`config.mk`:
```
export PLATFORM = sky130hd
export DESIGN_NAME = sga_ctrl
export DESIGN_NICKNAME = d
export VERILOG_FILES = /design/src/design/sga_pkg.sv /design/src/design/sga_ctrl.sv
export SDC_FILE = /design/constraint.sdc
export NUM_CORES = 1
export LEC_CHECK = 0
export BUFFER_PORTS_ARGS = -buffer_cell sky130_fd_sc_hd__buf_2
export CAP_MARGIN = 0
export CELL_PAD_IN_SITES_DETAIL_PLACEMENT = 0
export CELL_PAD_IN_SITES_GLOBAL_PLACEMENT = 1
export CORE_UTILIZATION = 27
export CTS_CLUSTER_DIAMETER = 30
export DETAILED_ROUTE_END_ITERATION = 6
export PLACE_DENSITY_LB_ADDON = 0.1
export SYNTH_ARGS = -nofsm -noshare
export SYNTH_HDL_FRONTEND = slang
export SYNTH_SLANG_ARGS = --single-unit
```
`constraint.sdc`:
```
create_clock -name clk -period 1.3 [get_ports clk]
set_clock_uncertainty 0.05 [all_clocks]
set_input_delay 0.26 -clock clk [delete_from_list [all_inputs] [get_ports clk]]
set_output_delay 0.26 -clock clk [all_outputs]
set_load 0.005 [all_outputs]
```
`src/design/sga_pkg.sv`:
```
// Shared types, codes and arithmetic helpers of the state vector gate block.
package sga_pkg;

	localparam int MAX_QUBITS_DEF = 10;
	localparam int NQ_W = 5;
	localparam logic [16:0] HADAMARD_K = 17'd46341;

	typedef enum logic [1:0] {
		CMD_WRITE = 2'd0,
		CMD_GATE  = 2'd1,
		CMD_READ  = 2'd2,
		CMD_NONE  = 2'd3
	} cmd_t;

	typedef enum logic [2:0] {
		GATE_X     = 3'd0,
		GATE_Y     = 3'd1,
		GATE_Z     = 3'd2,
		GATE_H     = 3'd3,
		GATE_CNOT  = 3'd4,
		GATE_SWAP  = 3'd5,
		GATE_BAD6  = 3'd6,
		GATE_BAD7  = 3'd7
	} gate_t;

	typedef enum logic [1:0] {
		ST_OK    = 2'd0,
		ST_RANGE = 2'd1,
		ST_FEW   = 2'd2,
		ST_RSVD  = 2'd3
	} status_t;

	typedef logic [3:0] nq_cfg_t;

	typedef struct packed {
		logic [1:0]         command;
		logic [9:0]         index;
		logic signed [15:0] amp_real;
		logic signed [15:0] amp_imag;
		logic [2:0]         gate;
		logic [3:0]         qubit_a;
		logic [3:0]         qubit_b;
	} in_item_t;

	typedef struct packed {
		logic signed [15:0] out_real;
		logic signed [15:0] out_imag;
		logic [1:0]         status;
	} out_item_t;

	// Controller to datapath commands.
	typedef struct packed {
		logic latch;
		logic wr_item;
		logic rd_item;
		logic rd_pair;
		logic wr_a;
		logic wr_b;
		logic load_out;
	} sga_cmd_t;

	// Datapath to controller status.
	typedef struct packed {
		logic [1:0] cmd;
		logic       idx_ok;
		logic       gate_run;
		logic       pairs_done;
	} sga_stat_t;

	// Negation that maps the most negative value to the most positive one.
	function automatic logic signed [15:0] neg_sat(input logic signed [15:0] v);
		logic signed [15:0] r;
		if (v == 16'sh8000) begin
			r = 16'sh7FFF;
		end else begin
			r = -v;
		end
		return r;
	endfunction

	// Scale a 17-bit sum by 1/sqrt(2): round to nearest with ties up, saturate.
	function automatic logic signed [15:0] hscale(input logic signed [16:0] s);
		logic signed [33:0] p;
		logic signed [33:0] q;
		logic signed [15:0] r;
		p = s * $signed(HADAMARD_K);
		q = (p + 34'sd32768) >>> 16;
		if (q > 34'sd32767) begin
			r = 16'sh7FFF;
		end else if (q < -34'sd32768) begin
			r = 16'sh8000;
		end else begin
			r = q[15:0];
		end
		return r;
	endfunction

endpackage

```
`src/design/sga_ctrl.sv`:
```
// Controller state machine: sequences commands and owns the channel handshakes.
module sga_ctrl (
	input  logic               clk,
	input  logic               arst_n,
	input  logic               in_valid,
	output logic               in_ready,
	output logic               out_valid,
	input  logic               out_ready,
	input  sga_pkg::sga_stat_t stat,
	output sga_pkg::sga_cmd_t  ctl
);
	typedef enum logic [4:0] {
		S_IDLE    = 5'b00001,
		S_DECODE  = 5'b00010,
		S_GATE_WA = 5'b00100,
		S_GATE_WB = 5'b01000,
		S_RESP    = 5'b10000
	} state_t;

	state_t state_q, state_d;
	logic   out_valid_q;

	always_comb begin
		state_d  = state_q;
		ctl      = '0;
		in_ready = 1'b0;
		unique case (state_q)
			S_IDLE: begin
				in_ready = 1'b1;
				if (in_valid) begin
					ctl.latch = 1'b1;
					state_d   = S_DECODE;
				end
			end
			S_DECODE: begin
				state_d = S_RESP;
				unique case (sga_pkg::cmd_t'(stat.cmd))
					sga_pkg::CMD_WRITE: ctl.wr_item = stat.idx_ok;
					sga_pkg::CMD_READ:  ctl.rd_item = stat.idx_ok;
					sga_pkg::CMD_GATE: begin
						if (stat.gate_run) begin
							ctl.rd_pair = 1'b1;
							state_d     = S_GATE_WA;
						end
					end
					default: ;
				endcase
			end
			S_GATE_WA: begin
				ctl.wr_a = 1'b1;
				state_d  = S_GATE_WB;
			end
			S_GATE_WB: begin
				ctl.wr_b = 1'b1;
				if (stat.pairs_done) begin
					state_d = S_RESP;
				end else begin
					ctl.rd_pair = 1'b1;
					state_d     = S_GATE_WA;
				end
			end
			S_RESP: begin
				if (!out_valid_q || out_ready) begin
					ctl.load_out = 1'b1;
					state_d      = S_IDLE;
				end
			end
			default: state_d = S_IDLE;
		endcase
	end

	always_ff @(posedge clk or negedge arst_n) begin
		if (!arst_n) begin
			state_q     <= S_IDLE;
			out_valid_q <= 1'b0;
		end else begin
			state_q <= state_d;
			if (ctl.load_out) begin
				out_valid_q <= 1'b1;
			end else if (out_ready) begin
				out_valid_q <= 1'b0;
			end
		end
	end

	assign out_valid = out_valid_q;
endmodule

```
==> impl_metrics.tcl, run 1 <==
set metrics [dict create \
    outcome "complete, but fails checks" \
    violations "setup timing" \
    htree_num_levels 1 \
    period_share_pct 127 \
    p_per_area_nw_per_um2 1480 \
    tightest_slew_ns 0.261 \
    holdCritPathClass "primary input to flip-flop" \
    vias_per_cell 4.73 \
    wl_per_cell_um 10.7 \
    die-area_um2 1600 \
    syn_avg_cell_area_um2 9.49 \
    drcViolationCount 0 \
    peakVddDrop_mv 0.690 \
    dr_wl_met2_um 435 \
    crit_path_end_kind "output port" \
    placementRows 13 \
    routed-via-count 402 \
    cp_max_fo 7 \
    fin_ws_ns -0.350 \
    antenna_found_initial 0 \
    ys_seq_area_share_pct 38.9 \
    rsz0062_at_grt "true" \
    dr_wl_met3_um 60 \
    dr.max_layer_used "met3" \
    core_area_um2 1320 \
    fillCellCount 143 \
    area_delta_synth_final_pct 68.2 \
    min_period_ns 1.65 \
    reg2reg_depth 5 \
    drive_gt1_share_pct 67.1 \
    finalHoldViolations 0 \
    r2r_slack_ns -0.04 \
    netlist_area_um2 389 \
    final_cell_count_no_fill 85 \
    ys_ff_latch 6 \
    hold_start "stat[0]" \
    clockBufferDepth 2 \
    grt_max_degree 8 \
    clk_latency_ns 0.25 \
    yosys_warnings 0 \
    netlist_instances 41 \
    grtUsageTotal_pct 13.0 \
    synth_cell_type_count 26 \
    drt_iter0_drc 6 \
    numCtsBuffers 3 \
    port_buffers 17 \
    r2r-start "state_q[2]" \
    final_nets 80 \
    cp-start-kind "flip-flop" \
    cts-root-buf "clkbuf_4" \
    cts_tree "done" \
    grt_pass1_wl_mm 1.35 \
    hold_depth 2 \
    cap_violations 0 \
    dp_hpwl_um 735 \
    dp_cells 78 \
    required_ns 0.99 \
    critical_path_class "flip-flop to output port" \
    wl_um 907 \
    p_leak_nw 0.336 \
    met1Wirelength_um 411 \
    fmax_mhz 606 \
    clk_pin_slew_ns 0.05 \
    numClockSinks 6 \
    fp.dieH_um 40.0 \
    grt-ovfl-total 0 \
    relSlewSlack_pct 82.4 \
    num_antenna_cells 0 \
    crit_arrival_ns 1.34 \
    firstDrtPassIters 4 \
    synth_nets 50 \
    grt_pass1_vias 347 \
    num_io_pins 18 \
    rr_endpoint "state_q[0]" \
    total_power_uw 969 \
    ant_nets 0 \
    routabilityCongestion 0.695 \
    holdPathEnd "state_q[2]" \
    start_util_pct 29.5 \
    finalMaxSlewViolations 0 \
    setup_viol 9 \
    die_x_um 40.0 \
]
-- per-stage QoR --
step	util (%)	worst slack [ns]	TNS, ns	hold WS [ns]	cell area (um2)
finish	49.7	-0.350	-2.31	0.173	654
global route	49.7	-0.446	-2.99	0.176	654
CTS	47.3	-0.391	-2.53	0.169	623
detailed placement	40.3	-0.155	-0.631	0.0444	531
global placement	40.3	-0.195	-0.676	0.0449	531
floorplan	-	-0.0149	-0.0223	-0.0856	389
-- cell usage after synthesis --
| cell | count | area [um2] |
|---|---|---|
| dfrtp_1 | 5 | 125 |
| nand3_1 | 4 | 20.0 |
| inv_1 | 3 | 11.3 |
| nor2_1 | 3 | 11.3 |
| and2_1 | 2 | 12.5 |
| and3b_2 | 2 | 20.0 |
| nor2b_1 | 2 | 12.5 |
| o22ai_1 | 2 | 12.5 |
| a221oi_1 | 1 | 8.76 |
| and2b_2 | 1 | 8.76 |
| and3_4 | 1 | 11.3 |
| buf_4 | 1 | 7.51 |
| dfstp_2 | 1 | 26.3 |
| nand2_1 | 1 | 3.75 |
| nand2_2 | 1 | 6.26 |
| nand2b_1 | 1 | 6.26 |
| nand3b_1 | 1 | 7.51 |
| nand4_1 | 1 | 6.26 |
| nor3_1 | 1 | 5.00 |
| nor3_2 | 1 | 10.0 |
| nor4_1 | 1 | 6.26 |
| nor4b_1 | 1 | 8.76 |
| nor4b_2 | 1 | 15.0 |
| nor4bb_1 | 1 | 10.0 |
| o21a_1 | 1 | 7.51 |
| xor2_1 | 1 | 8.76 |
-- where the power goes --
group	leakage, nW	internal (mW)	switching, mW
Sequential	0.0773	0.239	0.0460
Combinational	0.243	0.299	0.196
Clock	0.0150	0.117	0.0725
Total	0.336	0.654	0.315
-- how the worst max path moves through the flow --
stage | cells after the start | start | to
finish | 5 | state_q[3] | ctl[3]
global route | 4 | state_q[4] | ctl[4]
CTS | 4 | state_q[4] | ctl[4]
detailed placement | 4 | state_q[1] | ctl[3]
global placement | 4 | state_q[1] | ctl[3]
floorplan | 3 | state_q[3] | ctl[6]
-- metal layers --
metal / GRT usage (%) / up-vias
met4: 7.76 / 0
li1: - / 207
met3: 3.33 / 0
met1: 17.0 / 181
met5: 0 / -
met2: 19.0 / 14
-- critical path, cell delays in order (launching register included) --
cell	delay [ns]
dfrtp_1	0.38
buf_4	0.19
and2b_2	0.17
nand2_2	0.06
o22ai_1	0.15
buf_2	0.13
-- registers in the layout, summed over array words and instances, names as in the netlist --
register	flops
state_q	5
out_valid	1
-- layout by cell type, fill, tap and decap left out, types with 2 or more instances in the layout --
master	n
o22ai_1	2
nor2_4	2
inv_1	2
and3b_2	2
nor4b_2	2
buf_6	3
nor2b_1	2
clkbuf_4	3
buf_2	15
nand3_1	3
dfrtp_1	4
nand2_2	2
buf_4	7
-- final cells by class --
class / instances / area [um2] / share of cell area, %
multi-input cells: 31 / 274 / 41.9
flip-flops and latches: 6 / 153 / 23.3
inverters: 3 / 11.3 / 1.72
clock buffers: 4 / 26.3 / 4.02
well taps: 15 / 18.8 / 2.87
repair buffers: 26 / 171 / 26.2
-- kinds of logic after synthesis --
logic type	synth area share, %
AOI/OAI and AO/OA	7.40
xor gates and xnor gates	2.25
buffers and inverters	4.82
and+or+nand+nor	46.6
DFF	38.9
-- repair_timing --
item,in CTS,in global routing
hold endpoints to repair,6,0
setup buffers,2,0
pin swaps,3,4
resized for setup,9,8
endpoints found under the setup margin,8,9
hold buffers,1,0
Power figures use the tool's default switching activity.
==> run 2: changes to the inputs <==
--- a/config.mk
+++ b/config.mk
@@ -9,9 +9,10 @@
 export CAP_MARGIN = 0
 export CELL_PAD_IN_SITES_DETAIL_PLACEMENT = 0
 export CELL_PAD_IN_SITES_GLOBAL_PLACEMENT = 1
-export CORE_UTILIZATION = 27
+export CORE_AREA = 2 2 39 41
 export CTS_CLUSTER_DIAMETER = 30
 export DETAILED_ROUTE_END_ITERATION = 6
+export DIE_AREA = 0 0 41 43
 export PLACE_DENSITY_LB_ADDON = 0.1
 export SYNTH_ARGS = -nofsm -noshare
 export SYNTH_HDL_FRONTEND = slang
==> constraint.sdc (replaced) <==
create_clock -name clk -period 2.1 [get_ports clk]
set_clock_uncertainty 0.05 [all_clocks]
set_input_delay 0.42 -clock clk [delete_from_list [all_inputs] [get_ports clk]]
set_output_delay 0.42 -clock clk [all_outputs]
set_load 0.005 [all_outputs]
==> impl_metrics.tcl, run 2 (synthesis results as in run 1) <==
set metrics [dict create \
    grt_pass1_vias 338 \
    grt_max_degree 9 \
    critical_path_class "flip-flop to output port" \
    cts-root-buf "clkbuf_4" \
    largest_reg_flops 5 \
    wl_um 832 \
    firstDrtPassIters 3 \
    p_leak_nw 0.278 \
    peakVddDrop_mv 0.308 \
    core_area_um2 1380 \
    num_io_pins 18 \
    dr_wl_met2_um 362 \
    dr.max_layer_used "met4" \
    dp_cells 73 \
    placementRows 14 \
    grt_pass1_wl_mm 1.37 \
    layout_common_cells "17 x buf_2, 5 x dfrtp_1, 4 x nand3_1" \
    clk_latency_ns 0.25 \
    holdCritPathClass "primary input to flip-flop" \
    total_power_uw 472 \
    final_util_pct 38.2 \
    met1Wirelength_um 389 \
    cts_tree "done" \
    area_delta_synth_final_pct 35.7 \
    vias_per_cell 4.69 \
    crit_arrival_ns 1.49 \
    die_x_um 41 \
    final_cell_area_um2 528 \
    pre_cts_slack_ns 0.380 \
    final_common_cell "buf_2" \
    drcViolationCount 0 \
    drt_iter0_drc 6 \
    numCtsBuffers 3 \
    outcome "completed" \
    p_per_area_nw_per_um2 894 \
    clockBufferDepth 2 \
    fillCellCount 157 \
    finalHoldViolations 0 \
    cp_max_fo 8 \
    fin_setup_tns_ns 0 \
    wl_per_cell_um 10.7 \
    required_ns 1.63 \
    dpl_cell_area_um2 487 \
    dp_hpwl_um 658 \
    cp-start-kind "flip-flop" \
    fmax_mhz 511 \
    grtUsageTotal_pct 11.9 \
    finalMaxSlewViolations 0 \
    dr_wl_met3_um 74 \
    start_util_pct 28.1 \
    cap_violations 0 \
    drive_gt1_share_pct 46.8 \
    fin_ws_ns 0.143 \
    grt-ovfl-total 0 \
    postCtsSetupRepairBufs 0 \
    final_nets 72 \
    tightest_slew_ns 0.270 \
    port_buffers 17 \
    ant_nets 0 \
    num_antenna_cells 0 \
    top_register "state_q" \
    antenna_found_initial 0 \
    whs_ns 0.349 \
    min_period_ns 1.96 \
    numClockSinks 6 \
    relSlewSlack_pct 82.0 \
    crit_path_end_kind "output port" \
    routed-via-count 366 \
    htree_num_levels 1 \
    period_share_pct 93.2 \
    die-area_um2 1760 \
    rsz0062_at_grt "false" \
    fp.dieH_um 43 \
    routabilityCongestion 0.682 \
    clk_pin_slew_ns 0.05 \
    setup_viol 0 \
    final_cell_count_no_fill 78 \
]
[run 2: cell count changes in the layout (fill, tap and decap cells not counted), moves of 2 or more]
cell	before	now
buf_6	3	0
buf_4	7	0
nor2_1	1	3
buf_2	15	17
nor2_4	2	0
[run 2: worst paths after layout]
check | startpoint | cells past startpoint | end | slack (ns)
max reg2reg | state_q[0] | 3 | state_q[0] | 0.88
max in group asynchronous | arst_n | 2 | state_q[0] | 1.30
min reg2reg | state_q[4] | 1 | state_q[0] | 0.57
max | state_q[3] | 4 | ctl[4] | 0.14
min | in_valid | 2 | state_q[1] | 0.35
min in group asynchronous | arst_n | 2 | state_q[1] | 0.47
[run 2: repair_timing]
action,CTS,global route
gates resized for setup,0,1
hold buffers,1,0
hold endpoints to repair,5,0
endpoints found under the setup margin,0,1
[run 2: power breakdown]
group	switching [mW]	leakage [nW]	internal, mW
sequential	0.0342	0.0790	0.148
clock	0.0456	0.0150	0.0722
combinational	0.0777	0.184	0.0945
[run 2: cell type report]
type / count / area (um2) / area share, %
clock buffers: 4 / 26.3 / 4.98
inverters: 3 / 11.3 / 2.13
well taps: 16 / 20.0 / 3.79
repair buffers: 18 / 95.1 / 18.0
multi-input cells: 31 / 224 / 42.4
flip-flops and latches: 6 / 151 / 28.7
[run 2: critical path, cell delays in order, from the launching register on]
cell     delay [ns]
dfrtp_1        0.47
nor3_2         0.29
nand2_2        0.13
nor4b_2        0.21
buf_2          0.15
[run 2: routing by layer]
layer  GRT usage, %  vias to the layer above
li1               -                      192
met1           15.5                      157
met2           15.3                       15
met3           7.85                        2
met4           4.00                        0
met5              0                        -
